`src/hw/rtl/fdtt_pkg.sv`:
```
// shared types, constants and helpers for the descriptor translation table
`timescale 1ns / 1ps

package fdtt_pkg;

  localparam int ENTRIES = 4;
  localparam int FD_BITS = 8;
  localparam int IDX_W   = (ENTRIES > 1) ? $clog2(ENTRIES) : 1;
  localparam int PORT_W  = 8;

  typedef enum logic [1:0] {
    OP_LOOKUP = 2'd0,
    OP_INSERT = 2'd1,
    OP_REMOVE = 2'd2,
    OP_CLEAR  = 2'd3
  } op_t;

  // one slot as seen through the read port
  typedef struct packed {
    logic               valid;
    logic [FD_BITS-1:0] slot_fd;
    logic [FD_BITS-1:0] host_fd;
    logic               dev_flag;
  } entry_t;

  // table update requests from the sequencer
  typedef struct packed {
    logic               clear_all;
    logic               inval_en;
    logic [IDX_W-1:0]   inval_idx;
    logic               wr_en;
    logic [IDX_W-1:0]   wr_idx;
    logic [FD_BITS-1:0] wr_slot_fd;
    logic [FD_BITS-1:0] wr_host_fd;
    logic               wr_dev_flag;
  } tbl_wr_t;

  // result of the shared compare unit
  typedef struct packed {
    logic               eq;
    logic               in_range;
    logic [ENTRIES-1:0] used_onehot;
  } cmp_res_t;

  // port word to internal descriptor width, zero extended or truncated
  function automatic logic [FD_BITS-1:0] to_fd(input logic [PORT_W-1:0] v);
    logic [FD_BITS+PORT_W-1:0] t;
    t = {{FD_BITS{1'b0}}, v};
    return t[FD_BITS-1:0];
  endfunction

  // internal descriptor to port word
  function automatic logic [PORT_W-1:0] from_fd(input logic [FD_BITS-1:0] f);
    logic [FD_BITS+PORT_W-1:0] t;
    t = {{PORT_W{1'b0}}, f};
    return t[PORT_W-1:0];
  endfunction

  localparam logic [FD_BITS-1:0] FD_ALL_ONES = {FD_BITS{1'b1}};
  localparam logic [PORT_W-1:0]  FULL_FD_OUT = from_fd(FD_ALL_ONES);

  // lowest index whose bit is clear
  function automatic logic [IDX_W-1:0] first_zero(input logic [ENTRIES-1:0] m);
    logic [IDX_W-1:0] r;
    r = '0;
    for (int i = ENTRIES - 1; i >= 0; i--) begin
      if (!m[i]) r = IDX_W'(i);
    end
    return r;
  endfunction

endpackage

```
`src/hw/rtl/fdtt_cmp.sv`:
```
// shared compare unit: key match and allocation range check for one slot
`timescale 1ns / 1ps

module fdtt_cmp (
  input  logic [fdtt_pkg::FD_BITS-1:0] entry_fd,
  input  logic [fdtt_pkg::FD_BITS-1:0] key_fd,
  output fdtt_pkg::cmp_res_t           res
);

  logic in_range;

  assign in_range = {1'b0, entry_fd} < (fdtt_pkg::FD_BITS + 1)'(fdtt_pkg::ENTRIES);

  assign res.eq       = (entry_fd == key_fd);
  assign res.in_range = in_range;
  // marks which candidate descriptor this slot occupies
  assign res.used_onehot = in_range ?
      (fdtt_pkg::ENTRIES'(1) << entry_fd[fdtt_pkg::IDX_W-1:0]) : '0;

endmodule

```
`src/hw/rtl/fdtt_table.sv`:
```
// slot storage: valid bits, local and host descriptors, device flags
`timescale 1ns / 1ps

module fdtt_table (
  input  logic                          clk,
  input  logic                          rst_n,
  input  logic [fdtt_pkg::IDX_W-1:0]    rd_idx,
  input  fdtt_pkg::tbl_wr_t             upd,
  output fdtt_pkg::entry_t              rd_ent,
  output logic [fdtt_pkg::ENTRIES-1:0]  valid_vec
);

  logic [fdtt_pkg::ENTRIES-1:0] valid_r;
  logic [fdtt_pkg::FD_BITS-1:0] local_r [fdtt_pkg::ENTRIES];
  logic [fdtt_pkg::FD_BITS-1:0] host_r  [fdtt_pkg::ENTRIES];
  logic                         flag_r  [fdtt_pkg::ENTRIES];

  always_ff @(posedge clk) begin
    if (!rst_n) begin
      valid_r <= '0;
      for (int i = 0; i < fdtt_pkg::ENTRIES; i++) local_r[i] <= '0;
    end else begin
      if (upd.clear_all) begin
        valid_r <= '0;
      end else if (upd.inval_en) begin
        valid_r[upd.inval_idx] <= 1'b0;
      end else if (upd.wr_en) begin
        valid_r[upd.wr_idx] <= 1'b1;
        local_r[upd.wr_idx] <= upd.wr_slot_fd;
      end
    end
  end

  // host side carries no reset, only read once written
  always_ff @(posedge clk) begin
    if (upd.wr_en && !upd.clear_all && !upd.inval_en) begin
      host_r[upd.wr_idx] <= upd.wr_host_fd;
      flag_r[upd.wr_idx] <= upd.wr_dev_flag;
    end
  end

  assign valid_vec       = valid_r;
  assign rd_ent.valid    = valid_r[rd_idx];
  assign rd_ent.slot_fd  = local_r[rd_idx];
  assign rd_ent.host_fd  = host_r[rd_idx];
  assign rd_ent.dev_flag = flag_r[rd_idx];

endmodule

```
`src/hw/rtl/file_descriptor_translation_table.sv`:
```
// top level: sequencer stepping the shared compare unit over the table slots
`timescale 1ns / 1ps

// Descriptor translation table. Raise start with a word on the in_ ports while
// busy is low; the word is taken at that edge. Clear all finishes in the
// accept cycle and its result strobes out_valid in the next cycle, with busy
// staying low, so one clear per cycle is possible. Lookup, insert and remove
// step one slot per cycle through a single compare unit, so they hold busy
// while they scan all ENTRIES slots and strobe the result as busy falls; a new
// word is taken only once busy is low again. out_valid is high for exactly one
// cycle and the result must be taken then; there is no way to stall it.
// Unused result fields read zero; a full table on insert returns all ones.

module file_descriptor_translation_table (
  input  logic       clk,
  input  logic       rst_n,
  input  logic       start,
  output logic       busy,
  input  logic [1:0] in_op,
  input  logic [7:0] in_fd_value,
  input  logic       in_device_flag_in,
  output logic       out_valid,
  output logic [7:0] out_new_local_fd,
  output logic [7:0] out_translated_fd,
  output logic       out_device_flag_out,
  output logic       out_table_full
);

  typedef enum logic {
    ST_IDLE,
    ST_SCAN
  } state_t;

  localparam logic [fdtt_pkg::IDX_W-1:0] LAST_IDX =
      fdtt_pkg::IDX_W'(fdtt_pkg::ENTRIES - 1);

  state_t                        state_r;
  fdtt_pkg::op_t                 op_r;
  logic [fdtt_pkg::FD_BITS-1:0]  key_r;
  logic                          flag_in_r;
  logic [fdtt_pkg::IDX_W-1:0]    idx_r;
  logic [fdtt_pkg::FD_BITS-1:0]  trans_r;
  logic                          dflag_r;
  logic [fdtt_pkg::ENTRIES-1:0]  used_r;

  logic                          out_valid_r;
  logic [7:0]                    new_fd_r;
  logic [7:0]                    trans_out_r;
  logic                          dflag_out_r;
  logic                          full_r;

  fdtt_pkg::entry_t              ent;
  fdtt_pkg::cmp_res_t            cmp;
  fdtt_pkg::tbl_wr_t             upd;
  logic [fdtt_pkg::ENTRIES-1:0]  valid_vec;

  logic                          accept;
  logic                          scan_last;
  logic                          hit;
  logic [fdtt_pkg::ENTRIES-1:0]  used_nxt;
  logic [fdtt_pkg::FD_BITS-1:0]  trans_nxt;
  logic                          dflag_nxt;
  logic                          tbl_full;
  logic [fdtt_pkg::IDX_W-1:0]    free_slot;
  logic [fdtt_pkg::IDX_W-1:0]    pick_idx;

  fdtt_table u_table (
    .clk       (clk),
    .rst_n     (rst_n),
    .rd_idx    (idx_r),
    .upd       (upd),
    .rd_ent    (ent),
    .valid_vec (valid_vec)
  );

  fdtt_cmp u_cmp (
    .entry_fd (ent.slot_fd),
    .key_fd   (key_r),
    .res      (cmp)
  );

  assign busy      = (state_r == ST_SCAN);
  assign accept    = start && !busy;
  assign scan_last = (state_r == ST_SCAN) && (idx_r == LAST_IDX);
  assign hit       = ent.valid && cmp.eq;

  // running state including the slot under the compare unit this cycle
  assign used_nxt  = used_r | (ent.valid ? cmp.used_onehot : '0);
  assign trans_nxt = hit ? ent.host_fd : trans_r;
  assign dflag_nxt = hit ? ent.dev_flag : dflag_r;

  assign tbl_full  = &valid_vec;
  assign free_slot = fdtt_pkg::first_zero(valid_vec);
  assign pick_idx  = fdtt_pkg::first_zero(used_nxt);

  always_comb begin
    upd             = '0;
    upd.clear_all   = accept && (fdtt_pkg::op_t'(in_op) == fdtt_pkg::OP_CLEAR);
    upd.inval_en    = (state_r == ST_SCAN) && (op_r == fdtt_pkg::OP_REMOVE) && cmp.eq;
    upd.inval_idx   = idx_r;
    upd.wr_en       = scan_last && (op_r == fdtt_pkg::OP_INSERT) && !tbl_full;
    upd.wr_idx      = free_slot;
    upd.wr_slot_fd  = fdtt_pkg::FD_BITS'(pick_idx);
    upd.wr_host_fd  = key_r;
    upd.wr_dev_flag = flag_in_r;
  end

  always_ff @(posedge clk) begin
    if (!rst_n) begin
      state_r     <= ST_IDLE;
      out_valid_r <= 1'b0;
    end else begin
      out_valid_r <= 1'b0;
      unique case (state_r)
        ST_IDLE: begin
          if (accept) begin
            op_r      <= fdtt_pkg::op_t'(in_op);
            key_r     <= fdtt_pkg::to_fd(in_fd_value);
            flag_in_r <= in_device_flag_in;
            idx_r     <= '0;
            trans_r   <= fdtt_pkg::to_fd(in_fd_value);
            dflag_r   <= 1'b0;
            used_r    <= '0;
            if (fdtt_pkg::op_t'(in_op) == fdtt_pkg::OP_CLEAR) begin
              out_valid_r <= 1'b1;
              new_fd_r    <= '0;
              trans_out_r <= '0;
              dflag_out_r <= 1'b0;
              full_r      <= 1'b0;
            end else begin
              state_r <= ST_SCAN;
            end
          end
        end
        ST_SCAN: begin
          used_r  <= used_nxt;
          trans_r <= trans_nxt;
          dflag_r <= dflag_nxt;
          idx_r   <= idx_r + 1'b1;
          if (scan_last) begin
            state_r     <= ST_IDLE;
            out_valid_r <= 1'b1;
            new_fd_r    <= '0;
            trans_out_r <= '0;
            dflag_out_r <= 1'b0;
            full_r      <= 1'b0;
            unique case (op_r)
              fdtt_pkg::OP_LOOKUP: begin
                trans_out_r <= fdtt_pkg::from_fd(trans_nxt);
                dflag_out_r <= dflag_nxt;
              end
              fdtt_pkg::OP_INSERT: begin
                if (tbl_full) begin
                  new_fd_r <= fdtt_pkg::FULL_FD_OUT;
                  full_r   <= 1'b1;
                end else begin
                  new_fd_r <= fdtt_pkg::from_fd(fdtt_pkg::FD_BITS'(pick_idx));
                end
              end
              fdtt_pkg::OP_REMOVE,
              fdtt_pkg::OP_CLEAR: begin
                new_fd_r <= '0;
              end
            endcase
          end
        end
      endcase
    end
  end

  assign out_valid           = out_valid_r;
  assign out_new_local_fd    = new_fd_r;
  assign out_translated_fd   = trans_out_r;
  assign out_device_flag_out = dflag_out_r;
  assign out_table_full      = full_r;

endmodule

```
`config.mk`:
```
export PLATFORM = sky130hd
export DESIGN_NAME = file_descriptor_translation_table
export DESIGN_NICKNAME = d
export VERILOG_FILES = /design/src/hw/rtl/fdtt_pkg.sv /design/src/hw/rtl/fdtt_cmp.sv /design/src/hw/rtl/fdtt_table.sv /design/src/hw/rtl/file_descriptor_translation_table.sv
export SDC_FILE = /design/constraint.sdc
export NUM_CORES = 1
export LEC_CHECK = 0
export BUFFER_PORTS_ARGS = -buffer_cell sky130_fd_sc_hd__buf_2
export CAP_MARGIN = 20
export CORE_UTILIZATION = 40
export CTS_CLUSTER_SIZE = 14
export DETAILED_ROUTE_END_ITERATION = 16
export GPL_TIMING_DRIVEN = 0
export SETUP_SLACK_MARGIN = 0.02
export SLEW_MARGIN = 20
export SYNTH_ARGS = -nofsm -noshare
export SYNTH_HDL_FRONTEND = slang
export SYNTH_SLANG_ARGS = --single-unit
export TNS_END_PERCENT = 20
```
`constraint.sdc`:
```
create_clock -name clk -period 6.05 [get_ports clk]
set_input_delay 0.605 -clock clk [delete_from_list [all_inputs] [get_ports clk]]
set_output_delay 0.605 -clock clk [all_outputs]
set_load 0.02 [all_outputs]
```
==> flow_metrics.tcl <==
set metrics [dict create \
    status "completed" \
    fin_ws_ps 3370 \
    yosysUniqueCellTypes 45 \
    cts_tree "built" \
    layout.cells.most_common_list "edfxtp_1, buf_2, nor2_1, nand2_1, a21oi_1" \
    synthArstFlopShare 0 \
    busiest_layer "met2" \
    use_met1 0.223 \
    netlist_instances 275 \
    reg2reg_depth 5 \
    rsz0062_at_grt "false" \
    firstDrtPassIters 4 \
    cts_sinks 91 \
    p_leak_nw 1.49 \
    crit_path_max_fanout 10 \
    clock_latency_ps 370 \
    vdd_drop_max_v 0.000149 \
    grt_pass1_vias 2412 \
    num_antenna_cells 0 \
    end_kind "flip-flop" \
    worstReg2RegStart "key_r[5]$_DFFE_PP_" \
    setup_viol 0 \
    io_buffers 32 \
    vias 2476 \
    hold_start "in_device_flag_in" \
    via_per_inst 5.41 \
    cts.clk_slew.worst_paths_ps 80 \
    path_class "reg -> reg" \
    crit_path_end "trans_r[4]$_DFFE_PP_" \
    arrival_ps 2750 \
    min_path_type "in -> reg" \
    min_period_ps 2680 \
    wirelength_um 8400 \
    grt_use_met3 0.0431 \
    synth_top_flop_cell "edfxtp_1" \
    ctsLongestPathBuffers 2 \
    area_growth_pct 13.6 \
    ctsHoldBuffers 0 \
    grt_pass1_wl_um 12700 \
    die_height_um 102 \
    critPathLaunch "key_r[5]$_DFFE_PP_" \
    coreArea_um2 9730 \
    synth_area_um2 4000 \
    hold_viol 0 \
    drv_cap 0 \
    gp_congestion 0.803 \
    synth_edf_count 83 \
    rows 36 \
    slew_viol_final 0 \
    cts_setup_buffers 0 \
    power_density_nw_per_um2 271 \
    globalRouteMet2Util 0.284 \
    mostFrequentLayoutCell "edfxtp_1" \
    ys_seq_area_frac 0.664 \
    fmax_mhz 373 \
    reg2reg_to "trans_r[4]$_DFFE_PP_" \
    dp_hpwl_um 5780 \
    ys_ff_latch 91 \
    ys_warn_count 0 \
    skew_ps 14.8 \
    antenna_found_initial 0 \
    maxSlewHeadroom 0.378 \
    period_share 0.443 \
    grt_usage 0.172 \
    die_x_um 102 \
    route.detailed.drc 0 \
    syn_nets 293 \
    cts_resized 0 \
    htree_num_levels 3 \
    wl_per_cell_um 18.3 \
    initial_utilization 0.411 \
    drtIter0Drc 90 \
    cts_buffers 9 \
    final_nets 338 \
    preCtsSetupSlack_ps 3380 \
    die_area_um2 10400 \
    tightest_slew_ps 930 \
    drive_above_1_share 0.237 \
    antenna_left 0 \
    r2r_slack_ps 3370 \
    grt_overflow 0 \
    startpoint_type "flip-flop" \
    synth_area_per_cell_um2 14.5 \
    io_pins 34 \
    crit_required_ps 6120 \
    cts_root_buf "clkbuf_8" \
    finalSetupTns_ps 0 \
    grt_max_degree 18 \
]
==> cell families (layout without fill, tap and decap cells) <==
| logic type | after synthesis | after routing | synth area share |
|---|---|---|---|
| AND/OR/NAND/NOR | 84 | 84 | 0.122 |
| multiplexers | 15 | 15 | 0.0764 |
| flip-flops | 91 | 91 | 0.664 |
| adder cells (fa/ha/maj) | 4 | 4 | 0.0125 |
| AO/OA/AOI/OAI | 52 | 52 | 0.0867 |
| buffers and inverters | 26 | 76 | 0.0322 |
| XOR/XNOR | 3 | 3 | 0.00658 |
==> Yosys cell counts, types with 2 or more instances <==
cell type	number	area share
edfxtp_1	83	0.62
nor2_1	21	0.020
nand2_1	18	0.017
a21oi_1	13	0.016
mux4_2	11	0.062
o21ai_0	11	0.014
a31oi_1	9	0.014
o41ai_1	9	0.020
dfxtp_1	8	0.040
inv_1	8	0.0075
or4_1	8	0.015
clkbuf_1	7	0.0066
nor3_1	6	0.0075
buf_4	5	0.0094
nor2b_1	5	0.0078
a21boi_0	4	0.0075
buf_2	4	0.0050
ha_1	4	0.013
and2_1	3	0.0047
nor4b_1	3	0.0066
and3b_1	2	0.0044
and4_1	2	0.0044
and4b_1	2	0.0050
mux2i_1	2	0.0050
nand2b_1	2	0.0031
nand3_1	2	0.0025
nand3b_1	2	0.0038
nand4b_1	2	0.0044
nor4bb_1	2	0.0050
xor2_1	2	0.0044
==> sequential cells by signal, summed over array words and instances, names as in the netlist, 2 cells and up, named ones only <==
signal and flops:
u_table.host_r 32, trans_r 8, key_r 8, out_translated_fd 8, u_table.valid_vec 4, idx_r 2, used_r 4, u_table.local_r 8
op_r 2, u_table.flag_r 4, out_new_local_fd 3
==> final cells by class <==
class | count | area [um2]
clock buffer | 11 | 131
timing repair buffer | 34 | 173
tap | 133 | 166
clock inverter | 5 | 62.6
multi-input combinational | 158 | 1230
fill | 902 | 5190
inverter | 8 | 30.0
sequential | 91 | 2650
buffer | 18 | 98.8
==> layer usage <==
metal,part of all wire,wire length [um]
met1,0.44,3730
met2,0.51,4270
met4,0.0080,67
met3,0.040,338
met5,0,0
==> per-stage QoR <==
stage	hold slack (ps)	instance area (um2)	cells	utilization	total power, mW
after floorplan	459	4000	275	-	0.800
after global placement	481	4320	440	0.444	0.834
after detailed placement	497	4340	442	0.446	0.836
after CTS	402	4540	458	0.466	1.24
after global routing	399	4540	458	0.467	1.28
final	422	4540	458	0.467	1.23
==> power by group <==
part	internal (mW)	switching, mW	total (mW)
clock network	0.194	0.217	0.410
logic	0.0394	0.0665	0.106
registers	0.703	0.0121	0.716
total	0.936	0.295	1.23
==> worst min path at each step <==
| stage | to | cells past startpoint |
|---|---|---|
| 3_3_place_gp | u_table.flag_r[3]$_DFFE_PP_ | 0 |
| 5_1_grt | flag_in_r$_DFFE_PP_ | 1 |
| 2_1_floorplan | u_table.flag_r[0]$_DFFE_PP_ | 0 |
| 4_1_cts | flag_in_r$_DFFE_PP_ | 1 |
| 6_report | flag_in_r$_DFFE_PP_ | 1 |
| 3_5_place_dp | u_table.flag_r[3]$_DFFE_PP_ | 0 |
==> critical path, cell delays in order, from the launching register on <==
cell and delay, ps:
edfxtp_1 470, nor4_1 620, nand2_1 300, clkbuf_1 330, o41ai_1 490, a31oi_1 190
Power figures use the tool's default switching activity.
